<file path="config.mk">
export PLATFORM = sky130hd
export DESIGN_NAME = min_coin_change_dp_core
export DESIGN_NICKNAME = d
export VERILOG_FILES = /design/src/hw/rtl/mcc_pkg.sv /design/src/hw/rtl/mcc_ram.sv /design/src/hw/rtl/mcc_relax.sv /design/src/hw/rtl/mcc_tally.sv /design/src/hw/rtl/min_coin_change_dp_core.sv
export VERILOG_INCLUDE_DIRS = /design/src /design/src/hw/rtl
export SDC_FILE = /design/constraint.sdc
export NUM_CORES = 2
export LEC_CHECK = 0
export BUFFER_PORTS_ARGS = -buffer_cell sky130_fd_sc_hd__buf_2
export CORE_MARGIN = 2
export CORE_UTILIZATION = 35
export CTS_BUF_LIST = sky130_fd_sc_hd__clkbuf_8
export DETAILED_ROUTE_END_ITERATION = 8
export PLACE_DENSITY = 0.59
export SYNTH_ARGS = -nofsm -noshare
export SYNTH_HDL_FRONTEND = slang
export SYNTH_MEMORY_MAX_BITS = 65536
export SYNTH_SLANG_ARGS = --single-unit
</file>
<file path="constraint.sdc">
create_clock -name clk -period 19.02 [get_ports clk]
set_input_delay 2.853 -clock clk [delete_from_list [all_inputs] [get_ports clk]]
set_output_delay 2.853 -clock clk [all_outputs]
set_load 0.02 [all_outputs]
</file>
<file path="src/hw/rtl/min_coin_change_dp_core_macros.svh">
// assertion macros shared by the coin change core
`ifndef MIN_COIN_CHANGE_DP_CORE_MACROS_SVH
`define MIN_COIN_CHANGE_DP_CORE_MACROS_SVH
`ifndef SYNTHESIS
// check held off while reset is high
`define MCC_ASSERT(lbl, clk, rst, prop) \
  lbl: assert property (@(posedge clk) disable iff (rst) prop) \
    else $error("coin change core check failed");
// check that also runs through reset
`define MCC_ASSERT_RST(lbl, clk, prop) \
  lbl: assert property (@(posedge clk) prop) \
    else $error("coin change core reset check failed");
`else
`define MCC_ASSERT(lbl, clk, rst, prop)
`define MCC_ASSERT_RST(lbl, clk, prop)
`endif
`endif

</file>
<file path="src/hw/rtl/mcc_pkg.sv">
`timescale 1ns / 1ps
package mcc_pkg;

  localparam int MAX_AMOUNT_DEF = 255;
  localparam int NUM_COINS_DEF  = 6;
  localparam int MAX_COINS      = 6;
  localparam int VAL_W          = 8;
  localparam int CNT_W          = 9;
  localparam int SEL_W          = 3;

  typedef logic [VAL_W-1:0] val_t;
  typedef logic [CNT_W-1:0] cnt_t;

  localparam cnt_t COUNT_UNSET = '1;

  // one table word: least count and the last coin taken to reach it
  typedef struct packed {
    cnt_t count;
    val_t coin;
  } entry_t;

  typedef enum logic [SEL_W-1:0] {
    REG_COINS_IN_USE = 3'd0,
    REG_COIN_A       = 3'd1,
    REG_COIN_B       = 3'd2,
    REG_COIN_C       = 3'd3,
    REG_COIN_D       = 3'd4,
    REG_COIN_E       = 3'd5,
    REG_COIN_F       = 3'd6
  } reg_idx_t;

  localparam logic [SEL_W-1:0] COINS_IN_USE_RESET = 3'd6;
  localparam val_t COIN_RESET [MAX_COINS] = '{8'd55, 8'd22, 8'd15, 8'd10, 8'd7, 8'd1};

  typedef enum logic [3:0] {
    ST_IDLE,
    ST_INIT,
    ST_COIN,
    ST_FILL,
    ST_DRAIN,
    ST_LOOKUP,
    ST_TOTAL,
    ST_WALK_RD,
    ST_WALK_EV,
    ST_DONE
  } state_t;

endpackage

</file>
<file path="src/hw/rtl/mcc_ram.sv">
`timescale 1ns / 1ps
module mcc_ram #(
  parameter int DEPTH = 256,
  localparam int AW = $clog2(DEPTH)
) (
  input  logic            clk,
  input  logic            we,
  input  logic [AW-1:0]   waddr,
  input  mcc_pkg::entry_t wdata,
  input  logic [AW-1:0]   ra_addr,
  input  logic [AW-1:0]   rb_addr,
  output mcc_pkg::entry_t qa,
  output mcc_pkg::entry_t qb
);
  import mcc_pkg::*;

  entry_t mem [DEPTH];

  // write-first: a read of the address being written returns the new word
  always_ff @(posedge clk) begin
    if (we) begin
      mem[waddr] <= wdata;
    end
    qa <= (we && waddr == ra_addr) ? wdata : mem[ra_addr];
    qb <= (we && waddr == rb_addr) ? wdata : mem[rb_addr];
  end

endmodule

</file>
<file path="src/hw/rtl/mcc_relax.sv">
`timescale 1ns / 1ps
module mcc_relax (
  input  mcc_pkg::entry_t prev,
  input  mcc_pkg::entry_t cur,
  input  mcc_pkg::val_t   coin,
  output logic            improve,
  output mcc_pkg::entry_t upd
);
  import mcc_pkg::*;

  logic [CNT_W:0] cand;

  assign cand    = {1'b0, prev.count} + {{CNT_W{1'b0}}, 1'b1};
  // strict compare keeps the earlier coin on a tie
  assign improve = (prev.count != COUNT_UNSET) && ({1'b0, cur.count} > cand);

  always_comb begin
    upd.count = cand[CNT_W-1:0];
    upd.coin  = coin;
  end

endmodule

</file>
<file path="src/hw/rtl/mcc_tally.sv">
`timescale 1ns / 1ps
module mcc_tally #(
  parameter int NUM_COINS = mcc_pkg::NUM_COINS_DEF
) (
  input  logic                       clk,
  input  logic                       clear,
  input  logic                       step,
  input  mcc_pkg::val_t              coin,
  input  mcc_pkg::val_t              coin_value [NUM_COINS],
  input  logic [mcc_pkg::SEL_W-1:0]  n_eff,
  output mcc_pkg::val_t              used [NUM_COINS]
);
  import mcc_pkg::*;

  // every active index holding the walked coin value counts it
  always_ff @(posedge clk) begin
    for (int k = 0; k < NUM_COINS; k++) begin
      if (clear) begin
        used[k] <= '0;
      end else if (step && SEL_W'(k) < n_eff && coin_value[k] == coin && used[k] != '1) begin
        used[k] <= used[k] + 1'b1;
      end
    end
  end

endmodule

</file>
<file path="src/hw/rtl/min_coin_change_dp_core.sv">
`timescale 1ns / 1ps
// Fewest-coin change core. Pulse start with amount while busy is low; the
// result appears on used_a..used_f, total_coins and unreachable for exactly one
// cycle with done high, and there is no way to hold it, so the receiver must
// take it then. Denominations and coins_in_use are to be written through wr_en,
// wr_index and wr_data only while busy is low; the block does not enforce it.
// For an amount A the work is one table write per entry 0..A, then for each
// active coin c <= A a pass over entries c..A (a coin of zero or above A is
// skipped), then closing the coin loop, reading the total, reading and
// evaluating each coin in the walk back, and the done state. An amount above
// MAX_AMOUNT goes straight to the done state. Busy drops in the cycle after
// done, and the next start can be taken from then on. The longest case is
// six coins of value one with A = 255. The pace is set by the single
// read-compare-write unit on the count table, one entry per cycle.
`include "min_coin_change_dp_core_macros.svh"
module min_coin_change_dp_core #(
  parameter int MAX_AMOUNT = mcc_pkg::MAX_AMOUNT_DEF,
  parameter int NUM_COINS  = mcc_pkg::NUM_COINS_DEF
) (
  input  logic                      clk,
  input  logic                      rst,
  input  logic                      start,
  output logic                      busy,
  input  mcc_pkg::val_t             amount,
  input  logic                      wr_en,
  input  logic [mcc_pkg::SEL_W-1:0] wr_index,
  input  mcc_pkg::val_t             wr_data,
  output logic                      done,
  output mcc_pkg::val_t             used_a,
  output mcc_pkg::val_t             used_b,
  output mcc_pkg::val_t             used_c,
  output mcc_pkg::val_t             used_d,
  output mcc_pkg::val_t             used_e,
  output mcc_pkg::val_t             used_f,
  output mcc_pkg::val_t             total_coins,
  output logic                      unreachable
);
  import mcc_pkg::*;

  localparam int DEPTH = MAX_AMOUNT + 1;
  localparam int AW    = $clog2(DEPTH);
  localparam int IW    = (NUM_COINS > 1) ? $clog2(NUM_COINS) : 1;
  localparam int XW    = AW + VAL_W;

  state_t state, state_next;

  logic [SEL_W-1:0] coins_in_use;
  val_t             coin_value [NUM_COINS];
  logic [SEL_W-1:0] n_eff;

  val_t             amt;
  logic [AW-1:0]    amt_aw;
  logic [AW-1:0]    j;
  logic [AW-1:0]    m;
  logic [SEL_W-1:0] ci;
  val_t             cur_coin;
  val_t             coin_sel;
  logic             coin_skip;
  logic             amount_ok;

  logic             pv;
  logic [AW-1:0]    pj;

  logic             ram_we;
  logic [AW-1:0]    ram_waddr;
  entry_t           ram_wdata;
  entry_t           init_entry;
  logic [AW-1:0]    ra_addr;
  entry_t           qa;
  entry_t           qb;

  logic             improve;
  entry_t           upd;

  val_t             wc;
  logic             walk_bad;
  logic [XW-1:0]    m_rem;
  logic             walk_last;
  logic             tally_clear;
  logic             tally_step;
  val_t             tally_used [NUM_COINS];
  val_t             used_all [MAX_COINS];

  val_t             total_q;
  logic             unreach_q;

  // configuration registers
  always_ff @(posedge clk) begin
    if (rst) begin
      coins_in_use <= COINS_IN_USE_RESET;
      for (int k = 0; k < NUM_COINS; k++) begin
        coin_value[k] <= COIN_RESET[k];
      end
    end else if (wr_en) begin
      if (wr_index == REG_COINS_IN_USE) begin
        coins_in_use <= wr_data[SEL_W-1:0];
      end
      for (int k = 0; k < NUM_COINS; k++) begin
        if (wr_index == SEL_W'(REG_COIN_A) + SEL_W'(k)) begin
          coin_value[k] <= wr_data;
        end
      end
    end
  end

  assign n_eff     = (coins_in_use > SEL_W'(NUM_COINS)) ? SEL_W'(NUM_COINS) : coins_in_use;
  assign amt_aw    = AW'(amt);
  assign amount_ok = XW'(amount) <= XW'(MAX_AMOUNT);
  assign coin_sel  = coin_value[ci[IW-1:0]];
  assign coin_skip = (coin_sel == '0) || (coin_sel > amt);

  assign wc        = qa.coin;
  assign walk_bad  = (wc == '0) || (XW'(wc) > XW'(m));
  assign m_rem     = XW'(m) - XW'(wc);
  assign walk_last = walk_bad || (m_rem == '0);

  always_comb begin
    init_entry.count = (j == '0) ? '0 : COUNT_UNSET;
    init_entry.coin  = '0;
  end

  assign ra_addr   = (state == ST_FILL) ? (j - AW'(cur_coin)) : m;
  assign ram_we    = (state == ST_INIT) || (pv && improve);
  assign ram_waddr = (state == ST_INIT) ? j : pj;
  assign ram_wdata = (state == ST_INIT) ? init_entry : upd;

  mcc_ram #(
    .DEPTH(DEPTH)
  ) u_ram (
    .clk     (clk),
    .we      (ram_we),
    .waddr   (ram_waddr),
    .wdata   (ram_wdata),
    .ra_addr (ra_addr),
    .rb_addr (j),
    .qa      (qa),
    .qb      (qb)
  );

  mcc_relax u_relax (
    .prev    (qa),
    .cur     (qb),
    .coin    (cur_coin),
    .improve (improve),
    .upd     (upd)
  );

  assign tally_clear = (state == ST_IDLE) && start;
  assign tally_step  = (state == ST_WALK_EV) && !walk_bad;

  mcc_tally #(
    .NUM_COINS(NUM_COINS)
  ) u_tally (
    .clk        (clk),
    .clear      (tally_clear),
    .step       (tally_step),
    .coin       (wc),
    .coin_value (coin_value),
    .n_eff      (n_eff),
    .used       (tally_used)
  );

  always_ff @(posedge clk) begin
    if (rst) begin
      state <= ST_IDLE;
    end else begin
      state <= state_next;
    end
  end

  always_comb begin
    state_next = state;
    unique case (state)
      ST_IDLE: begin
        if (start) begin
          state_next = amount_ok ? ST_INIT : ST_DONE;
        end
      end
      ST_INIT: begin
        if (j == amt_aw) state_next = ST_COIN;
      end
      ST_COIN: begin
        if (ci >= n_eff) begin
          state_next = ST_LOOKUP;
        end else if (!coin_skip) begin
          state_next = ST_FILL;
        end
      end
      ST_FILL: begin
        if (j == amt_aw) state_next = ST_DRAIN;
      end
      ST_DRAIN:   state_next = ST_COIN;
      ST_LOOKUP:  state_next = ST_TOTAL;
      ST_TOTAL: begin
        if (qa.count == COUNT_UNSET || m == '0) begin
          state_next = ST_DONE;
        end else begin
          state_next = ST_WALK_RD;
        end
      end
      ST_WALK_RD: state_next = ST_WALK_EV;
      ST_WALK_EV: state_next = walk_last ? ST_DONE : ST_WALK_RD;
      ST_DONE:    state_next = ST_IDLE;
      default:    state_next = ST_IDLE;
    endcase
  end

  // compare stage runs in the cycle after the fill reads
  always_ff @(posedge clk) begin
    if (rst) begin
      pv <= 1'b0;
    end else begin
      pv <= (state == ST_FILL);
    end
    pj <= j;
  end

  always_ff @(posedge clk) begin
    case (state)
      ST_IDLE: begin
        if (start) begin
          amt       <= amount;
          j         <= '0;
          ci        <= '0;
          total_q   <= '0;
          unreach_q <= !amount_ok;
        end
      end
      ST_INIT: j <= j + 1'b1;
      ST_COIN: begin
        if (ci >= n_eff) begin
          m <= amt_aw;
        end else if (coin_skip) begin
          ci <= ci + 1'b1;
        end else begin
          cur_coin <= coin_sel;
          j        <= AW'(coin_sel);
        end
      end
      ST_FILL:  j <= j + 1'b1;
      ST_DRAIN: ci <= ci + 1'b1;
      ST_TOTAL: begin
        if (qa.count == COUNT_UNSET) begin
          unreach_q <= 1'b1;
        end else begin
          total_q <= qa.count[CNT_W-1] ? '1 : qa.count[VAL_W-1:0];
        end
      end
      ST_WALK_EV: begin
        if (!walk_bad) m <= m_rem[AW-1:0];
      end
      default: ;
    endcase
  end

  for (genvar k = 0; k < MAX_COINS; k++) begin : g_used
    if (k < NUM_COINS) begin : g_on
      assign used_all[k] = tally_used[k];
    end else begin : g_off
      assign used_all[k] = '0;
    end
  end

  assign busy        = (state != ST_IDLE);
  assign done        = (state == ST_DONE);
  assign used_a      = used_all[0];
  assign used_b      = used_all[1];
  assign used_c      = used_all[2];
  assign used_d      = used_all[3];
  assign used_e      = used_all[4];
  assign used_f      = used_all[5];
  assign total_coins = total_q;
  assign unreachable = unreach_q;

  `MCC_ASSERT_RST(a_reset_idle, clk, rst |=> (!busy && !done))
  `MCC_ASSERT(a_accept_busy, clk, rst, (start && !busy) |=> busy)
  `MCC_ASSERT(a_done_pulse, clk, rst, done |=> !done)
  `MCC_ASSERT(a_unreach_zero, clk, rst, (done && unreachable) |-> ({total_coins, used_a, used_f} == '0))
  `MCC_ASSERT(a_walk_shrinks, clk, rst, (state == ST_WALK_EV && !walk_bad) |=> (m < $past(m)))
  `MCC_ASSERT(a_write_window, clk, rst, ram_we |-> (state == ST_INIT || state == ST_FILL || state == ST_DRAIN))

endmodule

</file>
==> results_dict.tcl <==
set metrics [dict create \
    outcome "finished, violations left" \
    violations "slew limit" \
    die_x_um 749 \
    grt_max_degree 176 \
    vias 103857 \
    insertion_delay_ps 1360 \
    stdcell_area_um2 217000 \
    die_area_um2 561000 \
    clockRootBuffer "clkbuf_8" \
    hp-class "reg -> reg" \
    numCtsBuffers 729 \
    regToRegSetupSlack_ps 7440 \
    peakVddDrop_mv 0.308 \
    initial_core_util_pct 35.1 \
    synthFlopType "edfxtp_1" \
    hold_start "coin_value[29]$_SDFFE_PP0P_" \
    num_rows 273 \
    detail_route.vias_per_cell 5.97 \
    syn_nets 9081 \
    slew_viol_final 1 \
    drt_iter0_markers 15040 \
    rr_worst_depth 22 \
    cts_tree "done" \
    final_layout_size_suffix_gt1_share_pct 35.8 \
    yosysMostFrequentCell "edfxtp_1" \
    fp.dieH_um 749 \
    endpoint_kind "flip-flop" \
    finalCritPeriodShare_pct 60.9 \
    ant_nets 0 \
    wl_per_cell_um 34.9 \
    relSlewSlack_pct -10.0 \
    areaGrowthSynthToFinish_pct 11.9 \
    yosysSeqAreaShare_pct 69.2 \
    cts-resized-gates 0 \
    fillers 48627 \
    postCtsHoldBufs 0 \
    min_period_ps 11580 \
    required_ps 19920 \
    synth_edf_count 4396 \
    worstMarginPinSlew_ps 1650 \
    setup.worst_path.class "reg -> reg" \
    power.density_nw_per_um2 136 \
    setup_violations 0 \
    netlist-cell-type-count 89 \
    yosys.area.top_type "edfxtp_1" \
    grt_overflow 0 \
    async_reset_ff_share_pct 0 \
    clk_pin_slew_worst_paths_ps 60 \
    dp_cells 16033 \
    drc 0 \
    reg2reg_to "u_ram.mem[245][6]$_DFFE_PP_" \
    grt_usage_pct 21.1 \
    wl_mm 607 \
    cp.arrival_ps 12480 \
    fin_cells 17397 \
    dp_hpwl_mm 388 \
    postPlaceCellArea_um2 204000 \
    seqCellArea_um2 134000 \
    antenna_found_initial 48 \
    synth.top_cell.area_share_pct 67.9 \
    leakage_nw 66.7 \
    grt_pass1_vias 104081 \
    clock_skew_ps 131 \
    fmax_mhz 86.4 \
    clkSinkCount 4516 \
    hold_path_end "coin_value[29]$_SDFFE_PP0P_" \
    holdPathStages 2 \
    fin_util_pct 39.3 \
    multi_input_area_um2 57200 \
    io_pins 82 \
    drtPass1Iterations 6 \
    synthTopCellsByArea "edfxtp_1, mux4_2, dfxtp_1" \
    grt_pass1_wl_mm 839 \
    rsz0062_at_grt "no" \
    holdWs_ps 481 \
    cap_violations 0 \
    synth.cell_area_um2 194000 \
    synthCells 9009 \
    finalSetupTns_ps 0 \
    setup.worst_path.start_class "flip-flop" \
    synth.avg_cell_area_um2 21.6 \
    yosys-top-cells-count "edfxtp_1, mux4_2, nor2_1" \
    cts_max_path_buffers 4 \
    critPathMaxFanout 37 \
    yosysWarnings 0 \
    core_um2 553000 \
    gp_congestion 0.909 \
    hold_viol 0 \
    cts_setup_buffers 0 \
    htreeDepth 6 \
    synth_seq_cells 4516 \
    nets 9551 \
    io_buffers 81 \
]
[report_power, final]
group          leakage, nW  switching, mW  total [mW]  internal [mW]
registers             40.7          0.213        12.7           12.5
logic                 18.2           5.93        8.75           2.82
clock network         7.86           4.08        8.09           4.01
[flip-flops by register name, summed over array words and instances (netlist names), named ones only]
name	cells
u_ram.mem	4352
coin_value	48
u_tally.used	48
amt	8
cur_coin	8
j	8
m	8
pj	8
total_coins	8
state	4
ci	3
coins_in_use	3
pv	1
unreachable	1
[how the worst max path moves through the flow]
stage | depth (start not counted) | end | slack [ps]
2_1_floorplan | 17 | u_ram.mem[0][16]$_DFFE_PP_ | 3470
3_5_place_dp | 22 | u_ram.mem[244][7]$_DFFE_PP_ | 7520
4_1_cts | 22 | u_ram.mem[244][6]$_DFFE_PP_ | 7480
3_3_place_gp | 22 | u_ram.mem[53][0]$_DFFE_PP_ | 7850
6_report | 22 | u_ram.mem[245][6]$_DFFE_PP_ | 7440
5_1_grt | 22 | u_ram.mem[244][6]$_DFFE_PP_ | 7000
[cell families after synthesis]
family	after synthesis	share of synthesized area [%]
DFF	4516	69.2
muxes	2159	23.9
and+or+nand+nor	919	2.16
buffers and inverters	664	1.92
AOI/OAI and AO/OA	619	2.12
xor gates and xnor gates	83	0.374
adders and majority gates	49	0.323
[worst max-delay path, cell delays in order (launching register included)]
cell and delay, ps:
dfxtp_4 810, buf_4 630, buf_4 690, buf_4 660, buf_4 700, mux4_2 610, mux4_2 560, a22o_1 260
a221oi_1 1240, o22ai_1 340, nor3_4 490, inv_1 110, ha_1 330, inv_1 140, ha_1 270, nand3_1 120
nor3_1 80, a2111o_1 380, or3b_1 400, o32a_2 200, buf_4 430, buf_4 540, nor2_2 900
[per-stage QoR]
step | setup slack (ps) | power (mW)
floorplan | 3470 | 18.5
global placement | 7850 | 21.5
detailed placement | 7520 | 21.6
CTS | 7480 | 29.6
global route | 7000 | 30.3
finish | 7440 | 29.6
[per-layer routing]
layer	vias to the layer above	routed length [um]	track usage (%)
li1	40072	-	-
met3	1108	64800	5.43
met5	-	133	0
met4	18	31600	9.68
met1	56102	230000	28.1
met2	6557	281000	32.7
[cell usage in the layout (no fill, tap or decap), types with 27 or more instances in the layout]
master and instances:
a21oi_1 163, a221oi_1 28, a22oi_1 121, buf_2 81
buf_4 224, clkbuf_8 745, clkinv_1 180, clkinv_2 81
dfxtp_1 107, diode_2 43, edfxtp_1 4396, ha_1 47
inv_1 295, mux2_2 29, mux2i_1 142, mux4_2 1988
nand2_1 281, nand3_1 73, nor2_1 90, nor2_2 258
nor3_1 27, o21ai_0 89, o22ai_1 45, or3_1 28
xnor2_1 55, xor2_1 28
[area by class of cell]
cell class                      instances  share of cell area, %
Timing Repair Buffer                  331                   1.20
Clock inverter                        574                   1.59
Tap cell                             7287                   4.19
Antenna cell                           43                 0.0495
Inverter                               72                  0.128
Clock buffer                          745                   4.71
Sequential cell                      4516                   61.8
Multi-Input combinational cell       3829                   26.3
Note: power is estimated with default switching activity, not from simulation.
